--- src/rtl/vsac_pkg.sv ---
// ----------------------------------------------------------------------------
// vsac_pkg
// Types and constants shared by the version string check modules.
// ----------------------------------------------------------------------------
package vsac_pkg;

	// Default string buffer size, terminator included
	localparam int MAX_STRING_BYTES_DEF = 64;

	localparam int SEG_W    = 7;
	localparam int IN_DW    = 40;
	localparam int OUT_DW   = 24;
	localparam int CFG_IW   = 3;
	localparam int CFG_DW   = 32;
	localparam int PK_W     = 20;

	// Parser phases
	typedef enum logic [3:0] {
		PH_MAJ_FIRST = 4'd0,
		PH_MAJ       = 4'd1,
		PH_MIN_FIRST = 4'd2,
		PH_MIN       = 4'd3,
		PH_PAT_FIRST = 4'd4,
		PH_PAT       = 4'd5,
		PH_SUF_FIRST = 4'd6,
		PH_SUF       = 4'd7,
		PH_END       = 4'd8,
		PH_BAD       = 4'd9
	} phase_t;

	// Configuration register indexes
	typedef enum logic [CFG_IW-1:0] {
		REG_USE_DIST  = 3'd0,
		REG_PACKED    = 3'd1,
		REG_SDK_MAJOR = 3'd2,
		REG_SDK_MINOR = 3'd3,
		REG_SDK_PATCH = 3'd4
	} cfg_reg_t;

	typedef struct packed {
		logic               use_dist;
		logic signed [31:0] packed_ver;
		logic [15:0]        sdk_major;
		logic [15:0]        sdk_minor;
		logic [15:0]        sdk_patch;
	} cfg_t;

	// Finished request handed from parser to compare stage
	typedef struct packed {
		logic             done;
		logic             ok;
		logic [SEG_W-1:0] maj;
		logic [SEG_W-1:0] minor;
		logic [SEG_W-1:0] pat;
	} req_t;

	localparam logic [7:0] CH_NUL  = 8'h00;
	localparam logic [7:0] CH_DOT  = 8'h2E;
	localparam logic [7:0] CH_LPAR = 8'h28;
	localparam logic [7:0] CH_RPAR = 8'h29;
	localparam logic [7:0] CH_ZERO = 8'h30;
	localparam logic [7:0] CH_NINE = 8'h39;

	localparam logic [SEG_W-1:0] SEG_MAX     = 7'd99;
	localparam logic signed [31:0] NUM_MAX   = 32'sd99;
	localparam logic signed [31:0] PACK_MIN  = 32'sd10000;
	localparam logic signed [31:0] PACK_MAX  = 32'sd999999;
	localparam logic [PK_W-1:0]  MUL_MAJ     = 20'd10000;
	localparam logic [PK_W-1:0]  MUL_MIN     = 20'd100;

endpackage

--- src/rtl/version_string_api_check.sv ---
// ----------------------------------------------------------------------------
// version_string_api_check
// Checks a requested version, streamed as characters or given as a number,
// against the configured system version.
// ----------------------------------------------------------------------------
//  channel | signals                          | carries
//  --------+----------------------------------+-------------------------------
//  s       | s_tvalid s_tready s_tdata s_tuser | one character or numeric major
//  m       | m_tvalid m_tready m_tdata         | one result per finished request
//  cfg     | cfg_valid cfg_ready cfg_index     | register writes, always ready
//          | cfg_data                         |
//
// One request per cycle is accepted while s_tready is high; a request that
// finishes passes the input register, then parse and compare into the
// result register. The parser state update is a registered loop.
// Reset clears the parser, the configuration registers and both valid flags.
// A stalled result holds m_tdata; requests that give no result keep flowing
// while it waits, and a finishing request waits in the input register.
// ----------------------------------------------------------------------------
module version_string_api_check import vsac_pkg::*; #(
	parameter int MAX_STRING_BYTES = MAX_STRING_BYTES_DEF
) (
	input  logic              clk,
	input  logic              arst_n,
	input  logic              s_tvalid,
	output logic              s_tready,
	input  logic [IN_DW-1:0]  s_tdata,   // [7:0] ch, [39:8] number_major
	input  logic [0:0]        s_tuser,   // [0] req_type
	output logic              m_tvalid,
	input  logic              m_tready,
	output logic [OUT_DW-1:0] m_tdata,   // [0] available, [1] format_valid,
	                                     // [8:2] req_major, [15:9] req_minor,
	                                     // [22:16] req_patch, [23] zero
	input  logic              cfg_valid,
	output logic              cfg_ready,
	input  logic [CFG_IW-1:0] cfg_index,
	input  logic [CFG_DW-1:0] cfg_data
);

	logic               v_s1;
	logic               type_s1;
	logic [7:0]         ch_s1;
	logic signed [31:0] num_s1;
	cfg_t               cfg_q;
	req_t               req;
	logic               out_free;
	logic               adv;

	// Advance the input stage when its request needs no slot or one is free
	assign out_free  = !m_tvalid || m_tready;
	assign adv       = v_s1 && (!req.done || out_free);
	assign s_tready  = !v_s1 || adv;
	assign cfg_ready = 1'b1;

	// Input register
	always_ff @(posedge clk or negedge arst_n) begin
		if (!arst_n) begin
			v_s1 <= 1'b0;
		end else if (s_tready) begin
			v_s1 <= s_tvalid;
		end
	end

	always_ff @(posedge clk) begin
		if (s_tready && s_tvalid) begin
			type_s1 <= s_tuser[0];
			ch_s1   <= s_tdata[7:0];
			num_s1  <= s_tdata[39:8];
		end
	end

	// Configuration registers
	always_ff @(posedge clk or negedge arst_n) begin
		if (!arst_n) begin
			cfg_q <= '0;
		end else if (cfg_valid && cfg_ready) begin
			case (cfg_reg_t'(cfg_index))
				REG_USE_DIST:  cfg_q.use_dist   <= cfg_data[0];
				REG_PACKED:    cfg_q.packed_ver <= cfg_data;
				REG_SDK_MAJOR: cfg_q.sdk_major  <= cfg_data[15:0];
				REG_SDK_MINOR: cfg_q.sdk_minor  <= cfg_data[15:0];
				REG_SDK_PATCH: cfg_q.sdk_patch  <= cfg_data[15:0];
				default: begin
				end
			endcase
		end
	end

	vsac_parse #(
		.MAX_STRING_BYTES(MAX_STRING_BYTES)
	) u_parse (
		.clk          (clk),
		.arst_n       (arst_n),
		.step         (adv),
		.req_type     (type_s1),
		.ch           (ch_s1),
		.number_major (num_s1),
		.req          (req)
	);

	vsac_out u_out (
		.clk      (clk),
		.arst_n   (arst_n),
		.cfg      (cfg_q),
		.req      (req),
		.load     (adv && req.done),
		.m_tready (m_tready),
		.m_tvalid (m_tvalid),
		.m_tdata  (m_tdata)
	);

endmodule

--- src/rtl/vsac_parse.sv ---
// ----------------------------------------------------------------------------
// vsac_parse
// Character-serial parser of N.N.N(M) strings and numeric major requests.
// ----------------------------------------------------------------------------
module vsac_parse import vsac_pkg::*; #(
	parameter int MAX_STRING_BYTES = MAX_STRING_BYTES_DEF
) (
	input  logic               clk,
	input  logic               arst_n,
	input  logic               step,
	input  logic               req_type,
	input  logic [7:0]         ch,
	input  logic signed [31:0] number_major,
	output req_t               req
);

	localparam int CNT_W = $clog2(MAX_STRING_BYTES);
	localparam logic [CNT_W-1:0] CNT_LAST = CNT_W'(MAX_STRING_BYTES - 1);

	phase_t           phase_q, phase_n;
	logic [SEG_W-1:0] seg_q, seg_n;
	logic [SEG_W-1:0] maj_q, maj_n;
	logic [SEG_W-1:0] min_q, min_n;
	logic [SEG_W-1:0] pat_q, pat_n;
	logic [CNT_W-1:0] cnt_q, cnt_n;

	logic       is_dig;
	logic [9:0] acc;
	logic       num_ok;
	logic       str_ok;

	assign is_dig = (ch >= CH_ZERO) && (ch <= CH_NINE);
	assign acc    = {3'b000, seg_q} * 10'd10 + {6'b000000, ch[3:0]};
	assign num_ok = (number_major > 32'sd0) && (number_major <= NUM_MAX);
	assign str_ok = ((phase_q == PH_PAT) || (phase_q == PH_END)) && (maj_q != '0);

	// Next parser state and finished request
	always_comb begin
		phase_n = phase_q;
		seg_n   = seg_q;
		maj_n   = maj_q;
		min_n   = min_q;
		pat_n   = pat_q;
		cnt_n   = cnt_q;
		req     = '0;
		if (req_type) begin
			req.done = 1'b1;
			req.ok   = num_ok;
			req.maj  = num_ok ? number_major[SEG_W-1:0] : '0;
			phase_n  = PH_MAJ_FIRST;
			seg_n    = '0;
			maj_n    = '0;
			min_n    = '0;
			pat_n    = '0;
			cnt_n    = '0;
		end else if (ch == CH_NUL) begin
			req.done  = 1'b1;
			req.ok    = str_ok;
			req.maj   = str_ok ? maj_q : '0;
			req.minor = str_ok ? min_q : '0;
			req.pat   = !str_ok ? '0 : ((phase_q == PH_PAT) ? seg_q : pat_q);
			phase_n   = PH_MAJ_FIRST;
			seg_n     = '0;
			maj_n     = '0;
			min_n     = '0;
			pat_n     = '0;
			cnt_n     = '0;
		end else if (cnt_q < CNT_LAST) begin
			cnt_n = cnt_q + 1'b1;
			unique case (phase_q)
				PH_MAJ_FIRST, PH_MIN_FIRST, PH_PAT_FIRST, PH_SUF_FIRST: begin
					if (is_dig) begin
						seg_n   = {3'b000, ch[3:0]};
						phase_n = phase_t'(phase_q + 4'd1);
					end else begin
						phase_n = PH_BAD;
					end
				end
				PH_MAJ, PH_MIN, PH_PAT, PH_SUF: begin
					priority if (is_dig) begin
						seg_n = acc[SEG_W-1:0];
						if (acc > {3'b000, SEG_MAX}) begin
							phase_n = PH_BAD;
						end
					end else if (phase_q == PH_MAJ && ch == CH_DOT) begin
						maj_n   = seg_q;
						phase_n = PH_MIN_FIRST;
					end else if (phase_q == PH_MIN && ch == CH_DOT) begin
						min_n   = seg_q;
						phase_n = PH_PAT_FIRST;
					end else if (phase_q == PH_PAT && ch == CH_LPAR) begin
						pat_n   = seg_q;
						phase_n = PH_SUF_FIRST;
					end else if (phase_q == PH_SUF && ch == CH_RPAR) begin
						phase_n = PH_END;
					end else begin
						phase_n = PH_BAD;
					end
				end
				default: begin
					phase_n = PH_BAD;
				end
			endcase
		end
	end

	// Advance parser state on each consumed request
	always_ff @(posedge clk or negedge arst_n) begin
		if (!arst_n) begin
			phase_q <= PH_MAJ_FIRST;
			seg_q   <= '0;
			maj_q   <= '0;
			min_q   <= '0;
			pat_q   <= '0;
			cnt_q   <= '0;
		end else if (step) begin
			phase_q <= phase_n;
			seg_q   <= seg_n;
			maj_q   <= maj_n;
			min_q   <= min_n;
			pat_q   <= pat_n;
			cnt_q   <= cnt_n;
		end
	end

endmodule

--- src/rtl/vsac_out.sv ---
// ----------------------------------------------------------------------------
// vsac_out
// Compares a finished request with the system version; holds the result.
// ----------------------------------------------------------------------------
module vsac_out import vsac_pkg::*; (
	input  logic              clk,
	input  logic              arst_n,
	input  cfg_t              cfg,
	input  req_t              req,
	input  logic              load,
	input  logic              m_tready,
	output logic              m_tvalid,
	output logic [OUT_DW-1:0] m_tdata
);

	logic [PK_W-1:0] req_pk;
	logic [PK_W-1:0] sys_pk;
	logic            pack_ok;
	logic            ge_pk;
	logic            ge_sdk;
	logic            avail;
	logic [15:0]     maj16, min16, pat16;

	// Both sides pack as base-100 digits, so a plain compare orders them
	assign req_pk  = {13'b0, req.maj} * MUL_MAJ + {13'b0, req.minor} * MUL_MIN
		+ {13'b0, req.pat};
	assign sys_pk  = cfg.packed_ver[PK_W-1:0];
	assign pack_ok = cfg.use_dist && (cfg.packed_ver >= PACK_MIN)
		&& (cfg.packed_ver <= PACK_MAX);
	assign ge_pk   = sys_pk >= req_pk;

	assign maj16  = {9'b0, req.maj};
	assign min16  = {9'b0, req.minor};
	assign pat16  = {9'b0, req.pat};
	assign ge_sdk = (cfg.sdk_major != maj16) ? (cfg.sdk_major > maj16) :
		(cfg.sdk_minor != min16) ? (cfg.sdk_minor > min16) :
		(cfg.sdk_patch >= pat16);

	assign avail = req.ok && (pack_ok ? ge_pk : ge_sdk);

	// Hold result until taken
	always_ff @(posedge clk or negedge arst_n) begin
		if (!arst_n) begin
			m_tvalid <= 1'b0;
		end else if (load) begin
			m_tvalid <= 1'b1;
		end else if (m_tready) begin
			m_tvalid <= 1'b0;
		end
	end

	// Result payload
	always_ff @(posedge clk) begin
		if (load) begin
			m_tdata <= {1'b0, req.pat, req.minor, req.maj, req.ok, avail};
		end
	end

endmodule

--- config.mk ---
export PLATFORM = sky130hd
export DESIGN_NAME = version_string_api_check
export DESIGN_NICKNAME = d
export VERILOG_FILES = /design/src/rtl/vsac_pkg.sv /design/src/rtl/version_string_api_check.sv /design/src/rtl/vsac_parse.sv /design/src/rtl/vsac_out.sv
export SDC_FILE = /design/constraint.sdc
export NUM_CORES = 1
export LEC_CHECK = 0
export BUFFER_PORTS_ARGS = -buffer_cell sky130_fd_sc_hd__buf_2
export CAP_MARGIN = 25
export CORE_ASPECT_RATIO = 0.5
export CORE_UTILIZATION = 41
export DETAILED_ROUTE_END_ITERATION = 10
export RECOVER_POWER = 100
export SLEW_MARGIN = 0
export SYNTH_ARGS = -nofsm -noshare
export SYNTH_HDL_FRONTEND = slang
export SYNTH_SLANG_ARGS = --single-unit
--- constraint.sdc ---
create_clock -name clk -period 9.1 [get_ports clk]
set_input_delay 0.455 -clock clk [delete_from_list [all_inputs] [get_ports clk]]
set_output_delay 0.455 -clock clk [all_outputs]
set_load 0.02 [all_outputs]
* After elaboration in Yosys (flattened, before gate mapping)
Cells that the tools add are included.
** Storage, ports and cells
- Bits in registers :: 185
- Input bits :: 81
- Word-level logic and storage cells :: 158
** Cells by class
- Add/subtract/negate cells :: 5
- Multiply operators :: 3
- Magnitude comparators :: 12
- Equal/unequal tests :: 23
- Mux-type cells :: 54
- Reduce and logical (&&, ||, !) cells :: 44
** Operators by type and width (number)
- 2-to-1 mux 7 bit :: 31
- 2-to-1 mux 4 bit :: 9
- >= comparator 32 x 15 -> 1 bit (second input constant) :: 1
- greater-than comparator 16 x 7 -> 1 bit :: 2
- greater-than comparator 32 x 1 -> 1 bit (second input constant) :: 1
- less-or-equal comparator 32 x 21 -> 1 bit (second input constant) :: 1
- less-or-equal comparator 32 x 8 -> 1 bit (second input constant) :: 1
- inequality test 16 x 7 -> 1 bit :: 2
- == test 8 x 6 -> 1 bit (second input constant) :: 3
- 2-to-1 mux 23 bit :: 1
- adder 20 x 14 -> 20 bit :: 1
- adder 20 x 7 -> 20 bit :: 1
- >= comparator 20 bit :: 1
- 2-to-1 mux 6 bit :: 3
- == test 4 x 3 -> 1 bit (second input constant) :: 4
- >= comparator 16 x 7 -> 1 bit :: 1
- multiplier 7 x 10 -> 16 bit (second input constant) :: 1
- nonzero test 3 bit :: 5
- 2-to-1 mux 14 bit :: 1
- case mux 7 bit (2 select lines) :: 1
- logical AND 1 bit :: 13
- multiplier 7 x 5 -> 12 bit (second input constant) :: 1
- AND reduction 2 bit :: 6
- adder 10 x 4 -> 10 bit :: 1
- 33 further kinds :: 49

* Depth between registers and ports, before layout
- Depth in word-level cells :: 12
- Depth in mapped cells :: 35
- Mapped depth without buffers :: 33

* Modules after synthesis
A second synthesis with hierarchy kept.
** Second synthesis, totals
- Cells, all modules :: 964
- Area total of the unflattened synthesis :: 11609.9 um^2
** Modules (own cells, without submodules)
- version_string_api_check :: instances 1, cells an instance 227, area an instance 4601.9 um^2, sequential area each 3283.1 um^2
- vsac_out :: instances 1, cells an instance 426, area an instance 4139.0 um^2, sequential area each 715.7 um^2
- vsac_parse :: instances 1, cells an instance 311, area an instance 2869.0 um^2, sequential area each 950.9 um^2

* Worst setup path before layout
Ideal clock, no wire load.
- Path kind :: reg2reg
- From :: register u_parse.phase_q[1]
- To :: register u_out.m_tdata[0] (data pin)
- Setup time :: 167 ps
- Data arrival time :: 6542 ps
- Required time :: 8933 ps
- Path slack :: 2391 ps
- Cell stages (with the launch flop) :: 34
- Cell sequence :: dfrtp_1 > inv_1 > ha_1 > nand3b_1 > buf_4 > a211oi_4 > o41a_1 > buf_2 > nand2_1 > inv_1 > ha_1 > ha_1 > inv_1 > fa_1 > inv_1 > ha_1 > a21oi_1 > o21bai_1 > a21oi_1 > o21ai_0 > xnor2_1 > ha_1 > ha_1 > o21a_1 > nor2_1 > nor2_1 > nand2_1 > nor2_1 > nand3_1 > xor2_1 > ha_1 > nand4_1 > or4_1 > a211oi_1
** RTL lines
- start: declaration :: line vsac_parse.sv:20 : phase_t phase_q, phase_n;
- start signal: assignment :: line vsac_parse.sv:117 : phase_q <= phase_n;
- end signal: assignment :: line vsac_out.sv:55 : m_tdata <= {1'b0, req.pat, req.minor, req.maj, req.ok, avail};
- end: declaration :: line vsac_out.sv:13 : output logic [OUT_DW-1:0] m_tdata

==> flow_metrics.py <==
metrics = {
    "cts": {
        "cts_hold_buffers": 0,
        "clock-sinks": 185,
        "max-clock-path-buffers": 2,
        "cts_root_buf": "clkbuf_16",
        "insertion_delay_ns": 0.45,
        "clk_pin_slew_ns": 0.07,
        "numCtsBuffers": 17,
        "ctsResizeCount": 0,
        "htree_levels": 4,
        "cts_tree": "built",
        "post_cts_buffers": 0,
    },
    "finish": {
        "multi_input_area_mm2": 0.005866,
        "fin_util_pct": 47.28,
        "diodes": 0,
        "fillers": 2426,
        "nets": 1304,
        "drive_above_1_share_pct": 20.20,
        "seqCellArea_mm2": 0.004950,
        "finalNonFillerCells": 1431,
        "syn_to_final_growth_pct": 12.48,
    },
    "logic_synthesis": {
        "yosysWarnings": 0,
        "yosys.cell_types.count": 70,
        "synth_most_common_cell": "ha_1",
        "syn_area_mm2": 0.01120,
        "synth_ff_type": "dfrtp_1",
        "synth_area_leader_cell": "dfrtp_1",
        "synth_top_area_share_pct": 27.04,
        "synthTopCellsByArea": "dfrtp_1, edfxtp_1, ha_1, mux2_2, fa_1",
        "synth_enable_flop_cells": 64,
        "ys_ff_latch": 185,
        "synth_cells": 951,
        "synth_common_cells": "ha_1, dfrtp_1, mux2_2",
        "synth_nets": 1189,
        "ys_seq_area_share_pct": 44.20,
        "async_flop_share_pct": 65.41,
        "syn_avg_cell_area_um2": 11.78,
    },
    "route": {
        "drcViolationCount": 0,
        "drt-initial-drc-count": 401,
        "routed_via_density": 5.279,
        "wl_um": 25820,
        "wl_per_cell_um": 18.04,
        "dr.pass1.iters": 4,
        "vias": 7554,
        "ant_nets": 0,
    },
    "timing": {
        "final.period_utilization_pct": 88.10,
        "finalSetupTns_ns": 0,
        "slew_headroom_pct": -165.0,
        "worst_slew_pin_slew_ns": 3.974,
        "period_minus_slack_ns": 8.017,
        "drv_slew": 189,
        "max_freq_ghz": 0.1247,
        "final_hold_viol_count": 0,
        "finalSetupViolCount": 0,
        "rsz0062_at_grt": "false",
        "clock_skew_ns": 0.005682,
    },
    "setup_path": {
        "worst_ep_arrival_time_ns": 8.27,
        "cpMostUsedCell": "ha_1",
        "crit_type": "register to register",
        "required_ns": 9.35,
        "cp_max_fo": 13,
        "cpMaxStageDelayCell": "nor4_1",
        "cpPeakStageDelay_ns": 0.56,
        "setup.worst_path.end_class": "register",
        "cp-start-kind": "register",
    },
    "placed_design": {
        "hpwl_um": 20020,
        "port_buffers": 105,
        "dpl.cell_count": 1397,
        "place_congestion": 0.8267,
    },
    "floorplan": {
        "ios": 108,
        "start_util_pct": 42.03,
        "die_area_mm2": 0.02802,
        "core_mm2": 0.02664,
        "die_h_um": 118.9,
        "placementRows": 42,
        "die_x_um": 235.7,
    },
    "global_route": {
        "gr-total-overflow": 0,
        "grt_max_degree": 78,
        "grt_pass1_vias": 7812,
        "grt_usage_pct": 19.22,
        "grt_pass1_wl_um": 41420,
        "antenna_found_initial": 0,
    },
    "status": {
        "status": "complete, but fails checks",
        "failed_checks": "capacitance limit, slew limit",
    },
    "pwr": {
        "p_leak_nw": 5.956,
        "peakVddDrop_uv": 129.4,
        "powerDensity_mw_per_mm2": 166.8,
    },
    "hold_path": {
        "hold_path_class": "primary input to register",
    },
    "job": {
        "cap_violations": 4,
    },
}
==> placed cells by master, fill, tap and decap left out, types with 15 or more instances in the layout <==
cell / count
ha_1: 142
dfrtp_1: 121
mux2_2: 98
buf_2: 77
inv_1: 68
edfxtp_1: 64
nand2_1: 46
o21ai_0: 38
nor2_1: 37
a21oi_1: 36
clkbuf_1: 35
a21o_1: 22
xnor2_1: 21
xor2_1: 21
nand2b_1: 19
nor3_1: 18
clkbuf_16: 17
nand3_1: 15
fa_1: 15
==> state kept, by name (all words and copies together), names as in the netlist <==
register / flops
u_parse.phase_q: 4
type_s1: 1
num_s1: 32
u_parse.cnt_q: 6
cfg_q: 81
v_s1: 1
u_parse.pat_q: 7
u_parse.maj_q: 7
u_parse.min_q: 7
ch_s1: 8
u_out.m_tvalid: 1
u_out.m_tdata: 23
u_parse.seg_q: 7
==> worst max-delay path: cells and delay by family (launching register included) <==
kind	cells	cell delay, ns
compound gates	8	2.10
xor+xnor	2	0.41
fa+ha+maj	7	2.30
buf+inv	3	0.23
flops	1	0.51
simple gates	10	2.26
==> metrics by stage <==
stage | total power [mW] | hold slack (ns) | area, um^2 | worst slack [ns]
floorplan | 1.271 | 0.1594 | 11200 | 2.391
global placement | 1.372 | 0.4821 | 12130 | 1.514
detailed placement | 1.389 | 0.4915 | 12130 | 1.149
CTS | 2.124 | 0.02071 | 12700 | 1.091
global route | 2.205 | 0.1548 | 12600 | 0.2911
finish | 2.101 | 0.1749 | 12600 | 1.083
==> metal layers <==
| layer | track usage (%) | share of wire (%) |
|---|---|---|
| met5 | 0 | 0 |
| met4 | 5.882 | 1.6 |
| met3 | 3.709 | 2.8 |
| met2 | 31.49 | 47 |
| met1 | 25.82 | 49 |
==> layout make-up <==
type                    count  area share (%)
clock buffers              17           3.377
multi-input cells         682           46.57
flip-flops and latches    185           39.30
repair buffers            112           4.103
inverters                  68           2.026
clock inverters            15           1.132
well taps                 352           3.497
==> logic make-up after synthesis <==
kind of cell / Yosys count / synth area share [%]
AOI/OAI and AO/OA: 155 / 9.375
xor gates and xnor gates: 42 / 3.285
adders and majority gates: 158 / 18.64
buffers and inverters: 84 / 3.050
DFF: 185 / 44.20
muxes: 110 / 10.93
other: 2 / 0.06706
and+or+nand+nor: 215 / 10.46
==> worst paths after layout <==
kind                                   from                to  slack, ns  depth (start not counted)
max                                ch_s1[0]  u_out.m_tdata[0]       1.08                         30
min                             s_tdata[19]        num_s1[11]       0.17                          1
max reg2reg                        ch_s1[0]  u_out.m_tdata[0]       1.08                         30
min reg2reg                u_parse.cnt_q[0]  u_parse.cnt_q[0]       0.50                          1
max in group asynchronous            arst_n         cfg_q[80]       3.26                          3
min in group asynchronous            arst_n              v_s1       0.76                          1
==> power by group <==
part           internal [mW]  leakage (nW)  switching (mW)
registers              0.972          2.14          0.0741
clock network          0.382         0.272           0.350
logic                  0.161          3.54           0.162
Power figures use the tool's default switching activity.
